[src/rtl/mahd_pkg.sv]
// Package for the MPEG audio header decoder: codes, lookup tables and shared types.
package mahd_pkg;

    localparam int WORD_W    = 32;
    localparam int KBPS_W    = 9;
    localparam int HZ_W      = 16;
    localparam int LEN_W     = 11;
    localparam int COEF_W    = 18;
    localparam int NUM_W     = 26;
    localparam int RECIP_W   = 28;
    localparam int RECIP_SHIFT = 40;
    localparam int QPROD_W   = LEN_W + HZ_W;

    localparam logic [11:0]     SYNC_PATTERN   = 12'hFFE;
    localparam logic [3:0]      BAD_RATE_INDEX = 4'h0F;
    localparam logic [1:0]      BAD_FREQ_INDEX = 2'd3;
    localparam logic [LEN_W-1:0] MIN_FRAME_LEN = LEN_W'(21);

    localparam logic [1:0] VER_MPEG2  = 2'd0;
    localparam logic [1:0] VER_MPEG1  = 2'd1;
    localparam logic [1:0] VER_MPEG25 = 2'd2;

    localparam logic [1:0] LAYER_RSVD = 2'd0;
    localparam logic [1:0] LAYER_III  = 2'd1;
    localparam logic [1:0] LAYER_II   = 2'd2;
    localparam logic [1:0] LAYER_I    = 2'd3;

    localparam logic [COEF_W-1:0] COEF_L23 = COEF_W'(72000);
    localparam logic [COEF_W-1:0] COEF_L1  = COEF_W'(24000);

    // floor(2^40 / hz) for each sample rate
    localparam logic [RECIP_W-1:0] RECIP_44100 = RECIP_W'((64'd1 << RECIP_SHIFT) / 64'd44100);
    localparam logic [RECIP_W-1:0] RECIP_48000 = RECIP_W'((64'd1 << RECIP_SHIFT) / 64'd48000);
    localparam logic [RECIP_W-1:0] RECIP_32000 = RECIP_W'((64'd1 << RECIP_SHIFT) / 64'd32000);
    localparam logic [RECIP_W-1:0] RECIP_22050 = RECIP_W'((64'd1 << RECIP_SHIFT) / 64'd22050);
    localparam logic [RECIP_W-1:0] RECIP_24000 = RECIP_W'((64'd1 << RECIP_SHIFT) / 64'd24000);
    localparam logic [RECIP_W-1:0] RECIP_16000 = RECIP_W'((64'd1 << RECIP_SHIFT) / 64'd16000);
    localparam logic [RECIP_W-1:0] RECIP_11025 = RECIP_W'((64'd1 << RECIP_SHIFT) / 64'd11025);
    localparam logic [RECIP_W-1:0] RECIP_12000 = RECIP_W'((64'd1 << RECIP_SHIFT) / 64'd12000);
    localparam logic [RECIP_W-1:0] RECIP_8000  = RECIP_W'((64'd1 << RECIP_SHIFT) / 64'd8000);

    localparam logic [KBPS_W-1:0] KBPS_M2_L23 [16] = '{
        9'd0, 9'd8, 9'd16, 9'd24, 9'd32, 9'd40, 9'd48, 9'd56,
        9'd64, 9'd80, 9'd96, 9'd112, 9'd128, 9'd144, 9'd160, 9'd0};
    localparam logic [KBPS_W-1:0] KBPS_M2_L1 [16] = '{
        9'd0, 9'd32, 9'd48, 9'd56, 9'd64, 9'd80, 9'd96, 9'd112,
        9'd128, 9'd144, 9'd160, 9'd176, 9'd192, 9'd224, 9'd256, 9'd0};
    localparam logic [KBPS_W-1:0] KBPS_M1_L3 [16] = '{
        9'd0, 9'd32, 9'd40, 9'd48, 9'd56, 9'd64, 9'd80, 9'd96,
        9'd112, 9'd128, 9'd160, 9'd192, 9'd224, 9'd256, 9'd320, 9'd0};
    localparam logic [KBPS_W-1:0] KBPS_M1_L2 [16] = '{
        9'd0, 9'd32, 9'd48, 9'd56, 9'd64, 9'd80, 9'd96, 9'd112,
        9'd128, 9'd160, 9'd192, 9'd224, 9'd256, 9'd320, 9'd384, 9'd0};
    localparam logic [KBPS_W-1:0] KBPS_M1_L1 [16] = '{
        9'd0, 9'd32, 9'd64, 9'd96, 9'd128, 9'd160, 9'd192, 9'd224,
        9'd256, 9'd288, 9'd320, 9'd352, 9'd384, 9'd416, 9'd448, 9'd0};

    typedef struct packed {
        logic              ok;
        logic [1:0]        ver;
        logic [1:0]        layer;
        logic [KBPS_W-1:0] kbps;
        logic [HZ_W-1:0]   hz;
        logic              pad;
        logic              crc;
        logic [1:0]        chmode;
        logic [1:0]        modeext;
        logic [1:0]        emph;
    } hdr_fields_t;

    function automatic logic [KBPS_W-1:0] kbps_lookup(input logic mpeg1,
                                                      input logic [1:0] layer,
                                                      input logic [3:0] bri);
        logic [KBPS_W-1:0] kbps;
        kbps = '0;
        unique case (layer)
            LAYER_III: kbps = mpeg1 ? KBPS_M1_L3[bri] : KBPS_M2_L23[bri];
            LAYER_II:  kbps = mpeg1 ? KBPS_M1_L2[bri] : KBPS_M2_L23[bri];
            LAYER_I:   kbps = mpeg1 ? KBPS_M1_L1[bri] : KBPS_M2_L1[bri];
            default:   kbps = '0;
        endcase
        return kbps;
    endfunction

    function automatic logic [HZ_W-1:0] hz_lookup(input logic [1:0] ver,
                                                  input logic [1:0] fri);
        logic [HZ_W-1:0] hz;
        hz = '0;
        unique case ({ver, fri})
            {VER_MPEG2, 2'd0}:  hz = 16'd22050;
            {VER_MPEG2, 2'd1}:  hz = 16'd24000;
            {VER_MPEG2, 2'd2}:  hz = 16'd16000;
            {VER_MPEG1, 2'd0}:  hz = 16'd44100;
            {VER_MPEG1, 2'd1}:  hz = 16'd48000;
            {VER_MPEG1, 2'd2}:  hz = 16'd32000;
            {VER_MPEG25, 2'd0}: hz = 16'd11025;
            {VER_MPEG25, 2'd1}: hz = 16'd12000;
            {VER_MPEG25, 2'd2}: hz = 16'd8000;
            default:            hz = '0;
        endcase
        return hz;
    endfunction

    function automatic logic [RECIP_W-1:0] recip_lookup(input logic [1:0] ver,
                                                        input logic [1:0] fri);
        logic [RECIP_W-1:0] r;
        r = '0;
        unique case ({ver, fri})
            {VER_MPEG2, 2'd0}:  r = RECIP_22050;
            {VER_MPEG2, 2'd1}:  r = RECIP_24000;
            {VER_MPEG2, 2'd2}:  r = RECIP_16000;
            {VER_MPEG1, 2'd0}:  r = RECIP_44100;
            {VER_MPEG1, 2'd1}:  r = RECIP_48000;
            {VER_MPEG1, 2'd2}:  r = RECIP_32000;
            {VER_MPEG25, 2'd0}: r = RECIP_11025;
            {VER_MPEG25, 2'd1}: r = RECIP_12000;
            {VER_MPEG25, 2'd2}: r = RECIP_8000;
            default:            r = '0;
        endcase
        return r;
    endfunction

endpackage

[src/rtl/mahd_field_decode.sv]
// Stage 1: header field split, validity checks and table lookups.
module mahd_field_decode
    import mahd_pkg::*;
(
    input  logic                clk,
    input  logic                rst_n,
    input  logic                in_valid,
    input  logic [WORD_W-1:0]   word,
    output logic                out_valid,
    output hdr_fields_t         fields,
    output logic [COEF_W-1:0]   coef,
    output logic [RECIP_W-1:0]  recip
);

    logic               valid_reg;
    hdr_fields_t        fields_reg, fields_next;
    logic [COEF_W-1:0]  coef_reg, coef_next;
    logic [RECIP_W-1:0] recip_reg, recip_next;

    logic [1:0] ver;
    logic [1:0] layer;
    logic [3:0] bri;
    logic [1:0] fri;
    logic       ok;

    always_comb
    begin
        ver   = word[20] ? {1'b0, word[19]} : VER_MPEG25;
        layer = word[18:17];
        bri   = word[15:12];
        fri   = word[11:10];
        ok    = ({word[31:21], 1'b0} == SYNC_PATTERN) && (layer != LAYER_RSVD)
                && (bri != BAD_RATE_INDEX) && (fri != BAD_FREQ_INDEX);

        fields_next.ok      = ok;
        fields_next.ver     = ver;
        fields_next.layer   = layer;
        fields_next.kbps    = ok ? kbps_lookup(ver == VER_MPEG1, layer, bri) : '0;
        fields_next.hz      = ok ? hz_lookup(ver, fri) : '0;
        fields_next.pad     = word[9];
        fields_next.crc     = word[16];
        fields_next.chmode  = word[7:6];
        fields_next.modeext = word[5:4];
        fields_next.emph    = word[1:0];

        recip_next = ok ? recip_lookup(ver, fri) : '0;

        // coefficient times version multiplier
        case (layer)
            LAYER_I: coef_next = COEF_L1;
            default: coef_next = COEF_L23;
        endcase
        if (ver == VER_MPEG1)
        begin
            coef_next = coef_next << 1;
        end
    end

    always_ff @(posedge clk or negedge rst_n)
    begin
        if (!rst_n)
        begin
            valid_reg <= 1'b0;
        end
        else
        begin
            valid_reg <= in_valid;
        end
    end

    always_ff @(posedge clk)
    begin
        fields_reg <= fields_next;
        coef_reg   <= coef_next;
        recip_reg  <= recip_next;
    end

    assign out_valid = valid_reg;
    assign fields    = fields_reg;
    assign coef      = coef_reg;
    assign recip     = recip_reg;

endmodule

[src/rtl/mahd_length_div.sv]
// Stages 2 to 4: numerator product, reciprocal multiply and quotient back-product.
module mahd_length_div
    import mahd_pkg::*;
(
    input  logic                clk,
    input  logic                rst_n,
    input  logic                in_valid,
    input  hdr_fields_t         in_fields,
    input  logic [COEF_W-1:0]   coef,
    input  logic [RECIP_W-1:0]  recip,
    output logic                out_valid,
    output hdr_fields_t         out_fields,
    output logic [NUM_W-1:0]    num,
    output logic [LEN_W-1:0]    quot_est,
    output logic [QPROD_W-1:0]  quot_prod
);

    logic               v2_reg, v3_reg, v4_reg;
    hdr_fields_t        f2_reg, f3_reg, f4_reg;
    logic [NUM_W-1:0]   num2_reg, num3_reg, num4_reg;
    logic [NUM_W-1:0]   num2_next;
    logic [RECIP_W-1:0] recip2_reg;
    logic [LEN_W-1:0]   q3_reg, q3_next, q4_reg;
    logic [QPROD_W-1:0] qp4_reg, qp4_next;
    logic [NUM_W+RECIP_W-1:0] recip_prod;

    always_comb
    begin
        num2_next  = NUM_W'(COEF_W'(coef) * (COEF_W + KBPS_W)'(in_fields.kbps));
        recip_prod = (NUM_W + RECIP_W)'(num2_reg) * (NUM_W + RECIP_W)'(recip2_reg);
        // low by at most one; fixed in the last stage
        q3_next    = recip_prod[RECIP_SHIFT +: LEN_W];
        qp4_next   = QPROD_W'(q3_reg) * QPROD_W'(f3_reg.hz);
    end

    always_ff @(posedge clk or negedge rst_n)
    begin
        if (!rst_n)
        begin
            v2_reg <= 1'b0;
            v3_reg <= 1'b0;
            v4_reg <= 1'b0;
        end
        else
        begin
            v2_reg <= in_valid;
            v3_reg <= v2_reg;
            v4_reg <= v3_reg;
        end
    end

    always_ff @(posedge clk)
    begin
        f2_reg     <= in_fields;
        num2_reg   <= num2_next;
        recip2_reg <= recip;
        f3_reg     <= f2_reg;
        num3_reg   <= num2_reg;
        q3_reg     <= q3_next;
        f4_reg     <= f3_reg;
        num4_reg   <= num3_reg;
        q4_reg     <= q3_reg;
        qp4_reg    <= qp4_next;
    end

    assign out_valid  = v4_reg;
    assign out_fields = f4_reg;
    assign num        = num4_reg;
    assign quot_est   = q4_reg;
    assign quot_prod  = qp4_reg;

endmodule

[src/rtl/mpeg_audio_header_decode.sv]
// Top level of the MPEG audio frame header decoder: pipeline and result register.
//
//  channel  | signals                                   | handshake
//  ---------+-------------------------------------------+---------------------------
//  header   | header_word                               | start high, busy low
//  result   | header_valid .. emphasis_code             | done, one cycle, no stall
//
// Five register stages; one header word a cycle, result in the output register.
// The stages are decode, numerator, reciprocal multiply, back-product and correction.
// busy is never raised. Reset clears the valid bits only; results in flight are lost.
// The receiver cannot stall, so nothing is held back.
module mpeg_audio_header_decode
    import mahd_pkg::*;
(
    input  logic                clk,
    input  logic                rst_n,
    input  logic                start,
    output logic                busy,
    input  logic [WORD_W-1:0]   header_word,
    output logic                done,
    output logic                header_valid,
    output logic [1:0]          version_code,
    output logic [1:0]          layer_code,
    output logic [KBPS_W-1:0]   bitrate_kbps,
    output logic [HZ_W-1:0]     sample_rate_hz,
    output logic [LEN_W-1:0]    frame_bytes,
    output logic                crc_flag,
    output logic                padding_flag,
    output logic [1:0]          channel_mode,
    output logic [1:0]          mode_extension,
    output logic [1:0]          emphasis_code
);

    logic               s1_valid;
    hdr_fields_t        s1_fields;
    logic [COEF_W-1:0]  s1_coef;
    logic [RECIP_W-1:0] s1_recip;

    logic               s4_valid;
    hdr_fields_t        s4_fields;
    logic [NUM_W-1:0]   s4_num;
    logic [LEN_W-1:0]   s4_quot;
    logic [QPROD_W-1:0] s4_qprod;

    logic [QPROD_W-1:0] rem;
    logic               corr;
    logic [LEN_W-1:0]   len;
    logic               good;

    logic               done_reg;
    hdr_fields_t        res_reg, res_next;
    logic [LEN_W-1:0]   len_reg, len_next;

    assign busy = 1'b0;

    mahd_field_decode u_decode (
        .clk       (clk),
        .rst_n     (rst_n),
        .in_valid  (start && !busy),
        .word      (header_word),
        .out_valid (s1_valid),
        .fields    (s1_fields),
        .coef      (s1_coef),
        .recip     (s1_recip)
    );

    mahd_length_div u_div (
        .clk        (clk),
        .rst_n      (rst_n),
        .in_valid   (s1_valid),
        .in_fields  (s1_fields),
        .coef       (s1_coef),
        .recip      (s1_recip),
        .out_valid  (s4_valid),
        .out_fields (s4_fields),
        .num        (s4_num),
        .quot_est   (s4_quot),
        .quot_prod  (s4_qprod)
    );

    always_comb
    begin
        rem  = QPROD_W'(s4_num) - s4_qprod;
        corr = s4_fields.ok && (rem >= QPROD_W'(s4_fields.hz));
        len  = s4_quot + LEN_W'(corr) + LEN_W'(s4_fields.pad);
        good = s4_fields.ok && (len >= MIN_FRAME_LEN);

        res_next    = good ? s4_fields : '0;
        res_next.ok = good;
        len_next    = good ? len : '0;
    end

    always_ff @(posedge clk or negedge rst_n)
    begin
        if (!rst_n)
        begin
            done_reg <= 1'b0;
        end
        else
        begin
            done_reg <= s4_valid;
        end
    end

    always_ff @(posedge clk)
    begin
        res_reg <= res_next;
        len_reg <= len_next;
    end

    assign done           = done_reg;
    assign header_valid   = res_reg.ok;
    assign version_code   = res_reg.ver;
    assign layer_code     = res_reg.layer;
    assign bitrate_kbps   = res_reg.kbps;
    assign sample_rate_hz = res_reg.hz;
    assign frame_bytes    = len_reg;
    assign crc_flag       = res_reg.crc;
    assign padding_flag   = res_reg.pad;
    assign channel_mode   = res_reg.chmode;
    assign mode_extension = res_reg.modeext;
    assign emphasis_code  = res_reg.emph;

    // result strobe follows each accepted header word through the pipeline
    a_latency: assert property (@(posedge clk) disable iff (!rst_n)
        (rst_n && $past(rst_n, 1) && $past(rst_n, 2) && $past(rst_n, 3)
         && $past(rst_n, 4) && $past(rst_n, 5))
        |-> (done == $past(start && !busy, 5)))
        else $error("result strobe out of step with accepted words");

    a_invalid_zero: assert property (@(posedge clk) disable iff (!rst_n)
        (done && !header_valid) |-> (frame_bytes == '0 && bitrate_kbps == '0
            && sample_rate_hz == '0 && layer_code == LAYER_RSVD
            && version_code == VER_MPEG2))
        else $error("invalid header word with non-zero fields");

    a_valid_len: assert property (@(posedge clk) disable iff (!rst_n)
        (done && header_valid) |-> (frame_bytes >= MIN_FRAME_LEN
            && sample_rate_hz != '0 && layer_code != LAYER_RSVD))
        else $error("valid header word with short frame or missing rate");

    a_valid_ver: assert property (@(posedge clk) disable iff (!rst_n)
        (done && header_valid) |-> (version_code == VER_MPEG1
            || version_code == VER_MPEG2 || version_code == VER_MPEG25))
        else $error("valid header word with reserved version");

endmodule
[config.mk]
export PLATFORM = sky130hd
export DESIGN_NAME = mpeg_audio_header_decode
export DESIGN_NICKNAME = d
export VERILOG_FILES = /design/src/rtl/mahd_pkg.sv /design/src/rtl/mahd_field_decode.sv /design/src/rtl/mahd_length_div.sv /design/src/rtl/mpeg_audio_header_decode.sv
export SDC_FILE = /design/constraint.sdc
export NUM_CORES = 2
export LEC_CHECK = 0
export BUFFER_PORTS_ARGS = -buffer_cell sky130_fd_sc_hd__buf_2
export CORE_MARGIN = 10
export CORE_UTILIZATION = 60
export CTS_BUF_LIST = sky130_fd_sc_hd__clkbuf_8
export DETAILED_ROUTE_END_ITERATION = 6
export PLACE_DENSITY_LB_ADDON = 0.05
export SLEW_MARGIN = 5
export SYNTH_ARGS = -nofsm -noshare
export SYNTH_HDL_FRONTEND = slang
export SYNTH_SLANG_ARGS = --single-unit
[constraint.sdc]
create_clock -name clk -period 6.6 [get_ports clk]
set_input_delay 0.66 -clock clk [delete_from_list [all_inputs] [get_ports clk]]
set_output_delay 0.66 -clock clk [all_outputs]
set_load 0.03 [all_outputs]
==> results.txt <==
Primary FF master, synth = dfxtp_1
RSZ-0062 raised after global routing = yes
fraction of the mapped netlist area in adder cells = 45.9%
run status = finished, final reports clean
Final Critical Period = 6450 ps
r2r endpoint = u_div.q3_reg[3]
Yosys top cell by area = fa_1
RePlAce Congestion = 0.899
Worst Hold Depth = 1
Area Overhead vs Synth = 9.56%
wire per inst = 18.0 µm
Finish-stage setup viols = 0
fin cells = 4309
CP Class = flip-flop to flip-flop
achievable frequency = 155 MHz
router iterations before antenna repair = 7
Worst-path clk slew = 70 ps
core area = 54000 µm²
Pwr Density = 115 nW/µm²
H-tree Lvls = 2
Horiz. Die Dim = 254 µm
vias in the first global route = 24900
max-cap violation count = 0
Synth top area share = 33.0%
Inserted Clock Buffers = 51
startpoint class of the critical path = flip-flop
Worst-Skew Late Latency = 630 ps
crit end category = flip-flop
mux share of post-synthesis cell area = 0.248%
Initial Utilization = 60.8%
IO buf count = 77
drt via density = 5.39
post-synthesis xor/xnor area fraction = 2.19%
antenna violations before repair = 4
HPWL after DPL = 63700 µm
YS warnings = 0
reg2reg setup slack = 150 ps
Final #Nets = 4484
worst reg2reg path depth = 19
hold path start = header_word[4]
Synth top cells by count = inv_1, fa_1, nand2_1
Mapped Cells = 3450
async set-reset flop share out of synthesis = 1.46%
Post-DRT Antenna Nets = 0
wirelength, routed = 77500 µm
syn_area_per_cell = 9.52 µm²
maximum vdd drop = 0.192 mV
DRC = 0
hold endpoint = u_decode.fields[2]
routed vias = 23200
pin count of the biggest net entering global routing = 38
compound-cell area share of the yosys netlist = 5.81%
Hold Vio Cnt, Final = 0
Worst EP arrival = 6940 ps
root buf cell = clkbuf_8
share of layout cells above drive strength 1 = 9.08%
post-placement cell count = 4209
Tot GR Track Use = 24.9%
EDFF count, synth = 0
fin. max-slew vios = 0
die height = 254 µm
Synth cell types = 78
most common cell in the synthesized netlist = inv_1
synthesized area = 32900 µm²
GRT overflow = 0
worst hold path class = input port to flip-flop
worst hold slack = 136 ps
Iteration-0 DRC Markers = 1237
# fillers = 4438
CP required = 7100 ps
worst r2r src = u_div.recip2_reg[4]
worst-margin pin slew = 673 ps
FP Rows = 85
post-synthesis simple-gate area fraction = 15.1%
clock buffer depth = 3
Final Cycle Share = 97.7%
largest family of logic cells by synthesized area = adder cells
synth top area cells = fa_1, dfxtp_1, ha_1
Slew headroom = 55.1%
Worst Skew = 47.2 ps
post-synthesis sequential area ratio = 20.9%
Worst Path Max Fanout = 8
die area = 64500 µm²
first-pass GRT wire length = 128000 µm
Leak Pwr = 18.5 nW
I/O pin count = 86
CTS tree = done
Clock Sinks = 342
Final Power = 0.00415 W
flops & latches, synth = 342
==> per-stage QoR <==
step / TNS [ps] / utilization, % / setup slack [ps] / cell area (µm²)
5_1_grt: -104 / 66.6 / -49.3 / 36000
3_3_place_gp: -814 / 64.0 / -206 / 34600
2_1_floorplan: 0 / - / 128 / 32900
4_1_cts: 0 / 66.3 / 1.67 / 35800
3_5_place_dp: -1170 / 64.0 / -218 / 34600
6_report: 0 / 66.6 / 153 / 36000
==> cell type report <==
| class | instances | area, µm² | area share (%) |
|---|---|---|---|
| Sequential cell | 342 | 6910 | 19.2 |
| Clock inverter | 36 | 368 | 1.02 |
| Antenna cell | 1 | 2.50 | 0.00695 |
| Tap cell | 696 | 871 | 2.42 |
| Clock buffer | 60 | 826 | 2.29 |
| Multi-Input combinational cell | 2258 | 22900 | 63.6 |
| Inverter | 715 | 2680 | 7.46 |
| Timing Repair Buffer | 201 | 1450 | 4.04 |
==> logic make-up (layout without fill, tap and decap cells) <==
family,Yosys count,count (layout)
other cells,1,6
mux,8,8
xor+xnor,82,82
fa+ha+maj,880,880
compound gates,290,290
flops,342,342
buf+inv,854,1012
simple gates,993,993
==> worst max path at each step <==
stage | start | endpoint | slack, ps | cells after the start
global placement | u_div.num2_reg[11] | u_div.q3_reg[10] | -210 | 20
finish | u_div.recip2_reg[4] | u_div.q3_reg[3] | 150 | 19
global route | u_div.num2_reg[14] | u_div.q3_reg[10] | -50 | 22
CTS | u_div.num2_reg[15] | u_div.q3_reg[10] | 2 | 23
detailed placement | u_div.num2_reg[11] | u_div.q3_reg[10] | -220 | 20
floorplan | u_div.num2_reg[11] | u_div.q3_reg[10] | 130 | 22
==> power breakdown <==
group	switching (W)	total, W	internal, W
logic	0.0000583	0.0000879	0.0000296
clock network	0.000852	0.00197	0.00112
registers	0.00000870	0.00209	0.00208
total	0.000919	0.00415	0.00323
==> worst max-delay path, cell delays in order, from the launching register on <==
cell and delay, ps:
dfxtp_1 420, buf_4 210, and2_1 170, fa_1 430, fa_1 520, fa_1 600
fa_1 440, fa_1 530, fa_1 430, ha_1 290, ha_1 300, nand2_1 70
or3_4 400, o311ai_2 330, buf_4 190, a31oi_1 140, o311a_1 380, o21ba_1 190
xnor2_1 120, buf_4 150
==> layer usage <==
metal | part of all wire [%] | GRT usage (%)
met1 | 42 | 32.0
met2 | 48 | 41.2
met3 | 6.0 | 4.13
met4 | 4.4 | 10.5
met5 | 0.022 | 0
==> cell usage in the layout, fill, tap and decap left out, drive strengths merged, types with 8 or more instances in the layout <==
cell type,netlist,final
o21bai,11,11
nand3,26,26
dfxtp,337,337
inv,714,733
o211ai,8,8
nand4,17,17
a21oi,94,94
a31oi,12,12
buf,11,200
nor3,26,26
a21o,30,30
xor2,21,21
xnor2,61,61
a211oi,14,14
o21ai,51,51
nor2b,16,16
o21a,10,10
nand2b,8,8
clkinv,1,10
ha,339,339
fa,541,541
nand2,403,403
and3,9,9
nor2,89,89
clkbuf,128,60
and2,374,374
==> timing repair <==
item,in CTS,in global routing
gates resized for setup,15,36
pin swaps,1,8
endpoints found under the hold margin,5,0
setup endpoints to repair,9,48
hold buffers,1,0
setup buffers,1,1
(Power assumes the default switching activity.)
